<file path="config.mk">
export PLATFORM = sky130hd
export DESIGN_NAME = postfix_expression_evaluator_flat
export DESIGN_NICKNAME = d
export VERILOG_FILES = /design/src/hdl/pfx_pkg.sv /design/src/hdl/pfx_if.sv /design/src/hdl/pfx_div.sv /design/src/hdl/pfx_seq.sv /design/src/hdl/pfx_dp.sv /design/src/hdl/postfix_expression_evaluator.sv /design/src/flat_wrapper.sv
export SDC_FILE = /design/constraint.sdc
export NUM_CORES = 2
export LEC_CHECK = 0
export ABC_AREA = 1
export BUFFER_PORTS_ARGS = -buffer_cell sky130_fd_sc_hd__clkbuf_2
export CAP_MARGIN = 10
export CORE_ASPECT_RATIO = 1.4
export CORE_MARGIN = 3
export CORE_UTILIZATION = 59
export DETAILED_ROUTE_END_ITERATION = 16
export PLACE_DENSITY = 0.78
export REMOVE_ABC_BUFFERS = 1
export SLEW_MARGIN = 20
export SYNTH_ARGS = -nofsm -noshare
export SYNTH_HDL_FRONTEND = slang
export SYNTH_SLANG_ARGS = --single-unit
</file>
<file path="constraint.sdc">
create_clock -name clk_i -period 7.1 [get_ports clk_i]
set_input_delay 1.42 -clock clk_i [delete_from_list [all_inputs] [get_ports clk_i]]
set_output_delay 1.42 -clock clk_i [all_outputs]
set_load 0.01 [all_outputs]
</file>
<file path="src/hdl/pfx_pkg.sv">
// ----------------------------------------------------------------------------
// pfx_pkg
// types, constants and microcode for the postfix expression evaluator
// ----------------------------------------------------------------------------
package pfx_pkg;

  localparam int unsigned DATA_W    = 32;
  localparam int unsigned DIV_CNT_W = $clog2(DATA_W + 1);
  localparam int unsigned PC_W      = 5;

  // status codes
  localparam logic [2:0] ST_OK        = 3'd0;
  localparam logic [2:0] ST_INVALID   = 3'd1;
  localparam logic [2:0] ST_OVERFLOW  = 3'd2;
  localparam logic [2:0] ST_UNDERFLOW = 3'd3;
  localparam logic [2:0] ST_DIVZERO   = 3'd4;

  // character codes
  localparam logic [7:0] CH_ZERO  = 8'd48;
  localparam logic [7:0] CH_NINE  = 8'd57;
  localparam logic [7:0] CH_PLUS  = 8'd43;
  localparam logic [7:0] CH_MINUS = 8'd45;
  localparam logic [7:0] CH_MUL   = 8'd42;
  localparam logic [7:0] CH_DIV   = 8'd47;

  typedef enum logic [3:0] {
    ACT_NONE,
    ACT_FETCH,
    ACT_RD_TOP,
    ACT_RD_NEXT,
    ACT_LD_A,
    ACT_DIV_START,
    ACT_LD_DIV,
    ACT_LD_ALU,
    ACT_WB,
    ACT_PUSH,
    ACT_SET_ERR,
    ACT_EMIT
  } act_e;

  typedef enum logic [3:0] {
    CND_NEVER,
    CND_ALWAYS,
    CND_NO_VALID,
    CND_ERR,
    CND_DIGIT,
    CND_NOT_OP,
    CND_LT2,
    CND_NOT_DIV,
    CND_B_ZERO,
    CND_DIV_BUSY,
    CND_FULL,
    CND_NOT_LAST,
    CND_OUT_BUSY
  } cond_e;

  typedef struct packed {
    act_e             act;
    cond_e            cond;
    logic [PC_W-1:0]  target;
    logic [2:0]       err;
  } ctl_t;

  typedef struct packed {
    logic in_valid;
    logic err;
    logic digit;
    logic is_op;
    logic lt2;
    logic is_div;
    logic b_zero;
    logic div_busy;
    logic full;
    logic last;
    logic out_busy;
  } stat_t;

  // microcode addresses
  localparam logic [PC_W-1:0] U_FETCH   = 5'd0;
  localparam logic [PC_W-1:0] U_CHK_ERR = 5'd1;
  localparam logic [PC_W-1:0] U_CHK_DIG = 5'd2;
  localparam logic [PC_W-1:0] U_CHK_OP  = 5'd3;
  localparam logic [PC_W-1:0] U_RD_RHS  = 5'd4;
  localparam logic [PC_W-1:0] U_RD_LHS  = 5'd5;
  localparam logic [PC_W-1:0] U_LD_A    = 5'd6;
  localparam logic [PC_W-1:0] U_DIV_GO  = 5'd7;
  localparam logic [PC_W-1:0] U_DIV_WT  = 5'd8;
  localparam logic [PC_W-1:0] U_DIV_LD  = 5'd9;
  localparam logic [PC_W-1:0] U_ARITH   = 5'd10;
  localparam logic [PC_W-1:0] U_WB      = 5'd11;
  localparam logic [PC_W-1:0] U_PUSH_CK = 5'd12;
  localparam logic [PC_W-1:0] U_PUSH    = 5'd13;
  localparam logic [PC_W-1:0] U_BADSYM  = 5'd14;
  localparam logic [PC_W-1:0] U_UNDER   = 5'd15;
  localparam logic [PC_W-1:0] U_OVER    = 5'd16;
  localparam logic [PC_W-1:0] U_DIVZ    = 5'd17;
  localparam logic [PC_W-1:0] U_FIN     = 5'd18;
  localparam logic [PC_W-1:0] U_OUT_WT  = 5'd19;
  localparam logic [PC_W-1:0] U_EMIT    = 5'd20;

  function automatic ctl_t ucode(input logic [PC_W-1:0] pc);
    ctl_t w;
    w = '{act: ACT_NONE, cond: CND_ALWAYS, target: U_FETCH, err: ST_OK};
    unique case (pc)
      U_FETCH:   w = '{act: ACT_FETCH,     cond: CND_NO_VALID, target: U_FETCH,   err: ST_OK};
      U_CHK_ERR: w = '{act: ACT_NONE,      cond: CND_ERR,      target: U_FIN,     err: ST_OK};
      U_CHK_DIG: w = '{act: ACT_NONE,      cond: CND_DIGIT,    target: U_PUSH_CK, err: ST_OK};
      U_CHK_OP:  w = '{act: ACT_NONE,      cond: CND_NOT_OP,   target: U_BADSYM,  err: ST_OK};
      U_RD_RHS:  w = '{act: ACT_RD_TOP,    cond: CND_LT2,      target: U_UNDER,   err: ST_OK};
      U_RD_LHS:  w = '{act: ACT_RD_NEXT,   cond: CND_NEVER,    target: U_FETCH,   err: ST_OK};
      U_LD_A:    w = '{act: ACT_LD_A,      cond: CND_NOT_DIV,  target: U_ARITH,   err: ST_OK};
      U_DIV_GO:  w = '{act: ACT_DIV_START, cond: CND_B_ZERO,   target: U_DIVZ,    err: ST_OK};
      U_DIV_WT:  w = '{act: ACT_NONE,      cond: CND_DIV_BUSY, target: U_DIV_WT,  err: ST_OK};
      U_DIV_LD:  w = '{act: ACT_LD_DIV,    cond: CND_ALWAYS,   target: U_WB,      err: ST_OK};
      U_ARITH:   w = '{act: ACT_LD_ALU,    cond: CND_NEVER,    target: U_FETCH,   err: ST_OK};
      U_WB:      w = '{act: ACT_WB,        cond: CND_ALWAYS,   target: U_FIN,     err: ST_OK};
      U_PUSH_CK: w = '{act: ACT_NONE,      cond: CND_FULL,     target: U_OVER,    err: ST_OK};
      U_PUSH:    w = '{act: ACT_PUSH,      cond: CND_ALWAYS,   target: U_FIN,     err: ST_OK};
      U_BADSYM:  w = '{act: ACT_SET_ERR,   cond: CND_ALWAYS,   target: U_FIN,     err: ST_INVALID};
      U_UNDER:   w = '{act: ACT_SET_ERR,   cond: CND_ALWAYS,   target: U_FIN,     err: ST_UNDERFLOW};
      U_OVER:    w = '{act: ACT_SET_ERR,   cond: CND_ALWAYS,   target: U_FIN,     err: ST_OVERFLOW};
      U_DIVZ:    w = '{act: ACT_SET_ERR,   cond: CND_ALWAYS,   target: U_FIN,     err: ST_DIVZERO};
      U_FIN:     w = '{act: ACT_RD_TOP,    cond: CND_NOT_LAST, target: U_FETCH,   err: ST_OK};
      U_OUT_WT:  w = '{act: ACT_NONE,      cond: CND_OUT_BUSY, target: U_OUT_WT,  err: ST_OK};
      U_EMIT:    w = '{act: ACT_EMIT,      cond: CND_ALWAYS,   target: U_FETCH,   err: ST_OK};
      default:   w = '{act: ACT_NONE,      cond: CND_ALWAYS,   target: U_FETCH,   err: ST_OK};
    endcase
    return w;
  endfunction

endpackage

</file>
<file path="src/hdl/pfx_if.sv">
// ----------------------------------------------------------------------------
// pfx_if
// valid/ready channels of the postfix expression evaluator
// ----------------------------------------------------------------------------
interface pfx_in_if;
  logic       valid;
  logic       ready;
  logic [7:0] symbol;
  logic       last;

  modport source (output valid, output symbol, output last, input ready);
  modport sink (input valid, input symbol, input last, output ready);
endinterface

interface pfx_out_if;
  logic               valid;
  logic               ready;
  logic signed [31:0] value;
  logic [2:0]         status;

  modport source (output valid, output value, output status, input ready);
  modport sink (input valid, input value, input status, output ready);
endinterface

</file>
<file path="src/hdl/pfx_div.sv">
// ----------------------------------------------------------------------------
// pfx_div
// serial signed divider, one quotient bit per cycle, truncates toward zero
// ----------------------------------------------------------------------------
module pfx_div import pfx_pkg::*; (
  input  logic              clk_i,
  input  logic              rst_ni,
  input  logic              start_i,
  input  logic [DATA_W-1:0] dividend_i,
  input  logic [DATA_W-1:0] divisor_i,
  output logic              busy_o,
  output logic [DATA_W-1:0] quot_o
);

  logic [DIV_CNT_W-1:0] cnt_q, cnt_d;
  logic [DATA_W-1:0]    q_q, q_d, r_q, r_d, d_q, d_d;
  logic                 neg_q, neg_d;
  logic [DATA_W:0]      r_shift, diff;

  assign r_shift = {r_q, q_q[DATA_W-1]};
  assign diff    = r_shift - {1'b0, d_q};

  always_comb begin
    cnt_d = cnt_q;
    q_d   = q_q;
    r_d   = r_q;
    d_d   = d_q;
    neg_d = neg_q;
    if (start_i) begin
      neg_d = dividend_i[DATA_W-1] ^ divisor_i[DATA_W-1];
      q_d   = dividend_i[DATA_W-1] ? (~dividend_i + 1'b1) : dividend_i;
      d_d   = divisor_i[DATA_W-1] ? (~divisor_i + 1'b1) : divisor_i;
      r_d   = '0;
      cnt_d = DIV_CNT_W'(DATA_W);
    end else if (cnt_q != '0) begin
      q_d   = {q_q[DATA_W-2:0], ~diff[DATA_W]};
      r_d   = diff[DATA_W] ? r_shift[DATA_W-1:0] : diff[DATA_W-1:0];
      cnt_d = cnt_q - 1'b1;
    end
  end

  always_ff @(posedge clk_i or negedge rst_ni) begin
    if (!rst_ni) begin
      cnt_q <= '0;
    end else begin
      cnt_q <= cnt_d;
    end
  end

  always_ff @(posedge clk_i) begin
    q_q   <= q_d;
    r_q   <= r_d;
    d_q   <= d_d;
    neg_q <= neg_d;
  end

  assign busy_o = (cnt_q != '0);
  assign quot_o = neg_q ? (~q_q + 1'b1) : q_q;

endmodule

</file>
<file path="src/hdl/pfx_seq.sv">
// ----------------------------------------------------------------------------
// pfx_seq
// microcode sequencer: step counter, control store and conditional jumps
// ----------------------------------------------------------------------------
module pfx_seq import pfx_pkg::*; (
  input  logic  clk_i,
  input  logic  rst_ni,
  input  stat_t stat_i,
  output ctl_t  ctl_o
);

  logic [PC_W-1:0] pc_q, pc_d;
  ctl_t            ctl;
  logic            take;

  assign ctl = ucode(pc_q);

  always_comb begin
    case (ctl.cond)
      CND_NEVER:    take = 1'b0;
      CND_ALWAYS:   take = 1'b1;
      CND_NO_VALID: take = !stat_i.in_valid;
      CND_ERR:      take = stat_i.err;
      CND_DIGIT:    take = stat_i.digit;
      CND_NOT_OP:   take = !stat_i.is_op;
      CND_LT2:      take = stat_i.lt2;
      CND_NOT_DIV:  take = !stat_i.is_div;
      CND_B_ZERO:   take = stat_i.b_zero;
      CND_DIV_BUSY: take = stat_i.div_busy;
      CND_FULL:     take = stat_i.full;
      CND_NOT_LAST: take = !stat_i.last;
      CND_OUT_BUSY: take = stat_i.out_busy;
      default:      take = 1'b0;
    endcase
    pc_d = take ? ctl.target : pc_q + 1'b1;
  end

  always_ff @(posedge clk_i or negedge rst_ni) begin
    if (!rst_ni) begin
      pc_q <= U_FETCH;
    end else begin
      pc_q <= pc_d;
    end
  end

  assign ctl_o = ctl;

endmodule

</file>
<file path="src/hdl/pfx_dp.sv">
// ----------------------------------------------------------------------------
// pfx_dp
// datapath: operand stack memory, operand registers, alu, divider, output reg
// ----------------------------------------------------------------------------
module pfx_dp import pfx_pkg::*; #(
  parameter int unsigned STACK_DEPTH = 16
) (
  input  logic                     clk_i,
  input  logic                     rst_ni,
  input  ctl_t                     ctl_i,
  output stat_t                    stat_o,
  input  logic                     in_valid_i,
  output logic                     in_ready_o,
  input  logic [7:0]               in_symbol_i,
  input  logic                     in_last_i,
  output logic                     out_valid_o,
  input  logic                     out_ready_i,
  output logic signed [DATA_W-1:0] out_value_o,
  output logic [2:0]               out_status_o
);

  localparam int unsigned AW = $clog2(STACK_DEPTH);
  localparam int unsigned CW = $clog2(STACK_DEPTH + 1);

  logic [DATA_W-1:0] mem [STACK_DEPTH];
  logic [DATA_W-1:0] rd_q, a_q, b_q, res_q, alu_res, div_quot;
  logic [7:0]        sym_q;
  logic              last_q;
  logic [CW-1:0]     cnt_q, cnt_d;
  logic [2:0]        err_q, err_d;
  logic              out_valid_q, out_valid_d;
  logic [DATA_W-1:0] out_value_q;
  logic [2:0]        out_status_q;
  logic [CW-1:0]     cnt_m1, cnt_m2;
  logic              fetch, digit, is_op, div_busy;
  logic              rd_en, wr_en;
  logic [AW-1:0]     rd_addr, wr_addr;
  logic [DATA_W-1:0] wr_data;

  assign cnt_m1 = cnt_q - 1'b1;
  assign cnt_m2 = cnt_q - CW'(2);
  assign fetch  = (ctl_i.act == ACT_FETCH);
  assign digit  = (sym_q >= CH_ZERO) && (sym_q <= CH_NINE);
  assign is_op  = (sym_q == CH_PLUS) || (sym_q == CH_MINUS) ||
                  (sym_q == CH_MUL) || (sym_q == CH_DIV);

  // stack port control
  always_comb begin
    rd_en   = 1'b0;
    rd_addr = cnt_m1[AW-1:0];
    wr_en   = 1'b0;
    wr_addr = cnt_q[AW-1:0];
    wr_data = {{(DATA_W-4){1'b0}}, 4'(sym_q - CH_ZERO)};
    case (ctl_i.act)
      ACT_RD_TOP: rd_en = 1'b1;
      ACT_RD_NEXT: begin
        rd_en   = 1'b1;
        rd_addr = cnt_m2[AW-1:0];
      end
      ACT_PUSH: wr_en = 1'b1;
      ACT_WB: begin
        wr_en   = 1'b1;
        wr_addr = cnt_m2[AW-1:0];
        wr_data = res_q;
      end
      default: ;
    endcase
  end

  always_ff @(posedge clk_i) begin
    if (wr_en) begin
      mem[wr_addr] <= wr_data;
    end
    if (rd_en) begin
      rd_q <= mem[rd_addr];
    end
  end

  always_comb begin
    case (sym_q)
      CH_PLUS:  alu_res = a_q + b_q;
      CH_MINUS: alu_res = a_q - b_q;
      default:  alu_res = a_q * b_q;
    endcase
  end

  pfx_div u_div (
    .clk_i      (clk_i),
    .rst_ni     (rst_ni),
    .start_i    ((ctl_i.act == ACT_DIV_START) && (b_q != '0)),
    .dividend_i (a_q),
    .divisor_i  (b_q),
    .busy_o     (div_busy),
    .quot_o     (div_quot)
  );

  always_ff @(posedge clk_i) begin
    if (fetch && in_valid_i) begin
      sym_q  <= in_symbol_i;
      last_q <= in_last_i;
    end
    if (ctl_i.act == ACT_RD_NEXT) begin
      b_q <= rd_q;
    end
    if (ctl_i.act == ACT_LD_A) begin
      a_q <= rd_q;
    end
    if (ctl_i.act == ACT_LD_ALU) begin
      res_q <= alu_res;
    end else if (ctl_i.act == ACT_LD_DIV) begin
      res_q <= div_quot;
    end
    if (ctl_i.act == ACT_EMIT) begin
      if (err_q != ST_OK) begin
        out_value_q  <= '0;
        out_status_q <= err_q;
      end else if (cnt_q == '0) begin
        out_value_q  <= '0;
        out_status_q <= ST_UNDERFLOW;
      end else begin
        out_value_q  <= rd_q;
        out_status_q <= ST_OK;
      end
    end
  end

  always_comb begin
    cnt_d       = cnt_q;
    err_d       = err_q;
    out_valid_d = out_valid_q && !out_ready_i;
    case (ctl_i.act)
      ACT_PUSH:    cnt_d = cnt_q + 1'b1;
      ACT_WB:      cnt_d = cnt_m1;
      ACT_SET_ERR: err_d = ctl_i.err;
      ACT_EMIT: begin
        cnt_d       = '0;
        err_d       = ST_OK;
        out_valid_d = 1'b1;
      end
      default: ;
    endcase
  end

  always_ff @(posedge clk_i or negedge rst_ni) begin
    if (!rst_ni) begin
      cnt_q       <= '0;
      err_q       <= ST_OK;
      out_valid_q <= 1'b0;
    end else begin
      cnt_q       <= cnt_d;
      err_q       <= err_d;
      out_valid_q <= out_valid_d;
    end
  end

  assign stat_o = '{
    in_valid: in_valid_i,
    err:      (err_q != ST_OK),
    digit:    digit,
    is_op:    is_op,
    lt2:      (cnt_q < CW'(2)),
    is_div:   (sym_q == CH_DIV),
    b_zero:   (b_q == '0),
    div_busy: div_busy,
    full:     (cnt_q == CW'(STACK_DEPTH)),
    last:     last_q,
    out_busy: out_valid_q
  };

  assign in_ready_o   = fetch;
  assign out_valid_o  = out_valid_q;
  assign out_value_o  = out_value_q;
  assign out_status_o = out_status_q;

endmodule

</file>
<file path="src/hdl/postfix_expression_evaluator.sv">
// ----------------------------------------------------------------------------
// postfix_expression_evaluator
// evaluates postfix expressions one character per transfer on a 32-bit stack
// ----------------------------------------------------------------------------
//  channel | dir | payload                     | transfer
//  in_i    | in  | symbol[7:0], last           | valid && ready
//  out_o   | out | value[31:0] signed, status  | valid && ready, one per last
//
//  a microcoded sequencer runs each character through a short step program
//  digit: push step; + - *: alu step; /: start, wait on and load the serial divider
//  a last character adds the output wait and emit steps, the result shows the cycle after the emit step
//  input is taken only in the fetch step; a held result stalls only the next emit
//  reset clears the step counter, stack count, error code and output valid
// ----------------------------------------------------------------------------
module postfix_expression_evaluator import pfx_pkg::*; #(
  parameter int unsigned STACK_DEPTH = 16
) (
  input  logic      clk_i,
  input  logic      rst_ni,
  pfx_in_if.sink    in_i,
  pfx_out_if.source out_o
);

  ctl_t  ctl;
  stat_t stat;

  pfx_seq u_seq (
    .clk_i  (clk_i),
    .rst_ni (rst_ni),
    .stat_i (stat),
    .ctl_o  (ctl)
  );

  pfx_dp #(
    .STACK_DEPTH (STACK_DEPTH)
  ) u_dp (
    .clk_i        (clk_i),
    .rst_ni       (rst_ni),
    .ctl_i        (ctl),
    .stat_o       (stat),
    .in_valid_i   (in_i.valid),
    .in_ready_o   (in_i.ready),
    .in_symbol_i  (in_i.symbol),
    .in_last_i    (in_i.last),
    .out_valid_o  (out_o.valid),
    .out_ready_i  (out_o.ready),
    .out_value_o  (out_o.value),
    .out_status_o (out_o.status)
  );

endmodule

</file>
<file path="src/flat_wrapper.sv">
// flat-port wrapper written by rule: the top's interface ports become plain ports
module postfix_expression_evaluator_flat import pfx_pkg::*;
#(
  parameter int unsigned STACK_DEPTH = 16
)
  (clk_i, rst_ni, in_i_valid, in_i_symbol, in_i_last, in_i_ready, out_o_valid, out_o_value, out_o_status, out_o_ready);
  pfx_in_if in_i_i ();
  pfx_out_if out_o_i ();
  input  logic clk_i;
  input  logic rst_ni;
  input wire logic [$bits(in_i_i.valid)-1:0] in_i_valid;
  input wire logic [$bits(in_i_i.symbol)-1:0] in_i_symbol;
  input wire logic [$bits(in_i_i.last)-1:0] in_i_last;
  output wire logic [$bits(in_i_i.ready)-1:0] in_i_ready;
  output wire logic [$bits(out_o_i.valid)-1:0] out_o_valid;
  output wire logic [$bits(out_o_i.value)-1:0] out_o_value;
  output wire logic [$bits(out_o_i.status)-1:0] out_o_status;
  input wire logic [$bits(out_o_i.ready)-1:0] out_o_ready;
  assign in_i_i.valid = in_i_valid;
  assign in_i_i.symbol = in_i_symbol;
  assign in_i_i.last = in_i_last;
  assign in_i_ready = in_i_i.ready;
  assign out_o_valid = out_o_i.valid;
  assign out_o_value = out_o_i.value;
  assign out_o_status = out_o_i.status;
  assign out_o_i.ready = out_o_ready;
  postfix_expression_evaluator #(.STACK_DEPTH(STACK_DEPTH)) u_core (.clk_i(clk_i), .rst_ni(rst_ni), .in_i(in_i_i), .out_o(out_o_i));
endmodule
</file>
# Word-level counts from Yosys, hierarchy flattened
# Memories as Yosys holds them, arrays and structs flattened. A register that Yosys moved wholly into a read port is not among the register bits.
# Index checks and enable logic that the tools add are counted.
[op_classes]
addsub = 12
mul = 1
order_cmp = 3
eq_ne = 28
n_mux = 25
bitwise_logic = 5
n_reduce_logical = 24
[op_table]
columns = ["op", "n"]
rows = [
  ["$mux 32", 8],
  ["$add 32x1->32 const B", 3],
  ["$not 32->32", 3],
  ["$pmux 32 s2", 1],
  ["$eq 4x4->1 const B", 9],
  ["$sub 33x32->33", 1],
  ["$add 32x32->32", 1],
  ["$eq 4x3->1 const B", 8],
  ["$eq 8x6->1 const B", 4],
  ["$logic_not 32->1", 1],
  ["$mul 32x32->32", 1],
  ["$reduce_bool 32->1", 1],
  ["$sub 32x32->32", 1],
  ["$mux 31", 1],
  ["$eq 4x2->1 const B", 4],
  ["$pmux 5 s3", 1],
  ["$mux 6", 2],
  ["$pmux 1 s12", 1],
  ["$add 5x1->5 const B", 2],
  ["$eq 4x1->1 const B", 2],
  ["$ge 8x6->1 const B", 1],
  ["$le 8x6->1 const B", 1],
  ["$mux 4", 2],
  ["$pmux 3 s2", 1],
  ["other kinds (20)", 38],
]
[word_totals]
reg_bits = 257
mem_bits_rw = 512
mem_bits_ro = 512
output_inout_bits = 37
n_memories = 2
[memory_table]
columns = ["name", "depth", "width", "rd", "rd_clocked_by_memory_dff", "wr", "line_no", "source"]
rows = [
  ["(no name shown)", 32, 16, 1, 0, 0, "pfx_pkg.sv:104", "unique case (pc)"],
  ["u_core.u_dp.mem", 16, 32, 1, 1, 1, "pfx_dp.sv:25", "logic [DATA_W-1:0] mem [STACK_DEPTH];"],
]

# Logic depth before layout (Yosys ltp)
[depth]
depth_word = 7
mapped_depth = 38
ltp_nobuf = 36

# By module
# A second synthesis with hierarchy kept.
[hier_totals]
hier_cells = 6398
area_unflattened_um2 = 56775.7
[by_module_without_submodules]
columns = ["mod", "instances", "cells_per_inst", "area_per_inst_um2", "seq_area_each_um2"]
rows = [
  ["pfx_dp", 1, 4735, 46293.1, 20764.9],
  ["pfx_div", 1, 1478, 9354.0, 2742.6],
  ["pfx_seq", 1, 185, 1128.6, 125.1],
]

# Least setup slack after synthesis
# OpenSTA, ideal clock, no wires.
[synth_path]
path_kind = "register to register"
from = "register u_core.u_dp.b_q[5]"
to = "register u_core.u_dp.res_q[27] (data pin)"
setup_ps = 253
t_arrival_ps = 6556
t_required_ps = 6847
slack_ps = 291
stages_incl_launch_ff = 30
synth_period_minus_slack_ps = 6809
path_cell_list = "edfxtp_1 > clkbuf_1 > clkbuf_1 > nand2_1 > inv_1 > fa_1 > fa_1 > fa_1 > inv_1 > fa_1 > inv_1 > fa_1 > inv_1 > fa_1 > inv_1 > fa_1 > fa_1 > ha_1 > nand2_1 > inv_1 > nand3_1 > nor3_1 > nand4_1 > nand3_1 > a21o_1 > nand2_1 > nand3_1 > nand3_1 > nand3_1 > nand2_1"
[synth_between]
elab_chain_len = 3
[synth_rtl]
columns = ["item", "line_no", "source"]
rows = [
  ["start, declared", "pfx_dp.sv:26", "logic [DATA_W-1:0] rd_q, a_q, b_q, res_q, alu_res, div_quot;"],
  ["start signal, assigned", "pfx_dp.sv:103", "b_q <= rd_q;"],
  ["$mul 32x32->32 (tied with other cells)", "pfx_dp.sv:83", "default: alu_res = a_q * b_q;"],
  ["$pmux 32 s2 (*)", "pfx_dp.sv:80", "case (sym_q)"],
  ["$mux 32 (*)", "pfx_dp.sv:108", "if (ctl_i.act == ACT_LD_ALU) begin"],
  ["end signal, assigned", "pfx_dp.sv:109", "res_q <= alu_res;"],
  ["end signal, assigned", "pfx_dp.sv:111", "res_q <= div_quot;"],
  ["end, declared", "pfx_dp.sv:26", ""],
]
# Every way passes the cells marked *; elsewhere a longest branch is shown, timed or not.
# A chain may end at the register's enable or synchronous reset.

# Worst setup path after layout
[layout_path]
from = "register u_core.u_dp.a_q[12]"
to = "register u_core.u_dp.res_q[19] (data pin)"
[layout_between]
elab_chain_len = 3
[layout_rtl]
columns = ["item", "line_no", "source"]
rows = [
  ["start, declared", "pfx_dp.sv:26", ""],
  ["start signal, assigned", "pfx_dp.sv:106", "a_q <= rd_q;"],
  ["$mul 32x32->32 (tied with other cells)", "pfx_dp.sv:83", ""],
  ["$pmux 32 s2 (*)", "pfx_dp.sv:80", ""],
  ["$mux 32 (*)", "pfx_dp.sv:108", ""],
]
# Marked as above.

==> flow_metrics.tcl <==
set metrics [dict create \
    grt_usage_pct 34.9 \
    yosysMostFrequentCell "nand2_1" \
    path_class "flip-flop to flip-flop" \
    synth_top_area_cell "edfxtp_1" \
    final.setup.tns_ns 0 \
    slew_violations 0 \
    yosysWarnings 0 \
    ctsHoldBuffers 0 \
    clk_pin_slew_ns 0.07 \
    cts_buffers 78 \
    clock_latency_ns 0.69 \
    end_kind "flip-flop" \
    syn2layout_area_growth_pct 9.94 \
    core-area_um2 93100 \
    first_iter_violations 4134 \
    maxCapViolations 0 \
    start_util_pct 59.9 \
    clock.fmax_mhz 144 \
    clock-sinks 801 \
    rsz0062_at_grt "true" \
    synth_async_sr_flop_share_pct 2.50 \
    avgSynthCellArea_um2 9.00 \
    synth_edf_count 749 \
    vias_per_cell 5.86 \
    synth_top_area_share_pct 40.3 \
    synth.area.top_cells "edfxtp_1, fa_1, nand2_1" \
    cts_tree "yes" \
    ys_top_cells_by_count "nand2_1, inv_1, edfxtp_1" \
    multi_input_area_um2 26600 \
    crit_path_start_kind "flip-flop" \
    dr_total_vias 44100 \
    die_w_um 266 \
    ant_nets 0 \
    layout-drive-gt1-share_pct 7.48 \
    critical_path_required_ns 7.52 \
    min_period_over_period_pct 97.5 \
    regArea_um2 23600 \
    dieArea_um2 98400 \
    grt_pass1_vias 44500 \
    grt_antenna_before_repair 7 \
    critPathMaxFanout 6 \
    status "complete, no violations" \
    ys.flop_type "edfxtp_1" \
    skew_ns 0.0316 \
    wirelength_um 171000 \
    worst_pin_slew_ns 1.16 \
    finalHoldViolCount 0 \
    grt_max_degree 129 \
    wl_per_cell_um 22.7 \
    synth_area_um2 55800 \
    ios 50 \
    syn_inst 6206 \
    holdWs_ns 0.486 \
    dr.pass1.iters 6 \
    post-route-drc-count 0 \
    ys_seq_elements 801 \
    setup_viol 0 \
    root_buffer "clkbuf_16" \
    yosysSeqAreaShare_pct 42.3 \
    die_h_um 370 \
    cts_buffer_depth 3 \
    grt_overflow 0 \
    min_period_ns 6.92 \
    fillers 7299 \
    hold_path.class "flip-flop to flip-flop" \
    num_rows 132 \
    nets 6886 \
    relSlewSlack_pct 22.4 \
    htree_levels 3 \
    place.detailed.hpwl_um 124000 \
    synth_cell_types 54 \
    cp.arrival_ns 7.34 \
    grt_pass1_wl_um 257000 \
    port_buffers 49 \
    place.gp.congestion 1.06 \
]
## what timing repair did
action	CTS	global route
setup endpoints to repair	2	15
resized for setup	0	28
buffers inserted	1	18
cloned	0	0
pin swaps	0	2
## sequential cells by signal, indices dropped and copies added (netlist names), 32 cells and up
| signal | count |
|---|---|
| u_core.u_dp.u_div.q_q | 32 |
| u_core.u_dp.out_value_o | 32 |
| u_core.u_dp.u_div.d_q | 32 |
| u_core.u_dp.a_q | 32 |
| u_core.u_dp.b_q | 32 |
| u_core.u_dp.u_div.r_q | 32 |
| u_core.u_dp.rd_q | 32 |
| u_core.u_dp.mem | 512 |
| u_core.u_dp.res_q | 32 |
## worst paths after layout
kind	cells after the start	to	start	slack, ns
max	23	u_core.u_dp.res_q[19]$_DFFE_PP_	u_core.u_dp.a_q[12]$_DFFE_PN_	0.18
min	0	u_core.u_dp.b_q[5]$_DFFE_PP_	u_core.u_dp.rd_q[5]$_DFFE_PP_	0.49
max reg2reg	23	u_core.u_dp.res_q[19]$_DFFE_PP_	u_core.u_dp.a_q[12]$_DFFE_PN_	0.18
min reg2reg	0	u_core.u_dp.b_q[5]$_DFFE_PP_	u_core.u_dp.rd_q[5]$_DFFE_PP_	0.49
max in group asynchronous	1	u_core.u_dp.u_div.cnt_q[5]$_DFFE_PN0P_	rst_ni	5.98
min in group asynchronous	1	u_core.u_dp.cnt_q[2]$_DFFE_PN0P_	rst_ni	0.71
## layer usage
| metal | up-vias | wire [um] | global-route usage (%) |
|---|---|---|---|
| li1 | 20000 | - | - |
| met4 | 6 | 15300 | 26.4 |
| met1 | 21200 | 59000 | 39.8 |
| met5 | - | 36 | 0 |
| met3 | 725 | 13700 | 5.47 |
| met2 | 2226 | 82600 | 59.1 |
## cells by family (layout without fill, tap and decap cells)
| group | count (synthesis) | count (layout) | synth area share [%] |
|---|---|---|---|
| AO/OA/AOI/OAI | 918 | 918 | 9.88 |
| XOR/XNOR | 119 | 119 | 1.87 |
| adder cells (fa/ha/maj) | 613 | 613 | 19.2 |
| buffers and inverters | 1542 | 1659 | 10.6 |
| flip-flops | 801 | 801 | 42.3 |
| other | 0 | 3 | 0 |
| AND/OR/NAND/NOR | 2213 | 2213 | 16.1 |
## final cells by class
type,count,area share [%]
Tap cell,1206,2.46
Clock buffer,95,3.28
Clock inverter,48,1.00
Sequential cell,801,38.5
Antenna cell,3,0.0122
Multi-Input combinational cell,3863,43.3
Inverter,1239,7.59
Timing Repair Buffer,277,3.87
## worst max-delay path, cell delays in order, from the launching register on
cell	delay, ns
edfxtp_1	0.53
buf_12	0.21
buf_4	0.15
nand2_1	0.06
inv_1	0.05
fa_1	0.47
inv_1	0.05
fa_1	0.52
fa_1	0.47
fa_1	0.55
inv_1	0.05
fa_1	0.45
ha_1	0.30
fa_1	0.52
fa_1	0.46
ha_1	0.38
a21oi_1	0.30
o21ai_0	0.17
a21oi_1	0.23
nand2_1	0.12
nand2_1	0.09
a21oi_2	0.11
o21ai_0	0.34
nand2_1	0.10
## stage by stage
stage | util (%) | setup WS, ns | cells | area [um2]
floorplan | - | -1.07 | 5903 | 54600
global placement | 62.8 | 0.0984 | 7367 | 58500
detailed placement | 62.8 | -0.0403 | 7367 | 58500
CTS | 65.6 | 0.0452 | 7511 | 61100
global route | 65.9 | -0.0633 | 7530 | 61400
finish | 65.9 | 0.176 | 7532 | 61400
## placed cells by master, fill, tap and decap left out, types with 23 or more instances in the layout
cell,instances
a21oi_1,144
a31oi_1,25
buf_12,32
buf_4,191
clkbuf_16,78
clkbuf_2,49
dfxtp_1,32
edfxtp_1,749
fa_1,409
ha_1,199
inv_1,1225
nand2_1,1383
nand3_1,264
nand4_1,28
nor2_1,416
nor2_4,23
nor3_1,31
o211ai_1,275
o21ai_0,363
o21ai_1,33
xnor2_1,39
xor2_1,80
Power is left out: the tool's default activity adds up to more than one toggle a clock period on the data nets, which glitch-free logic cannot reach.
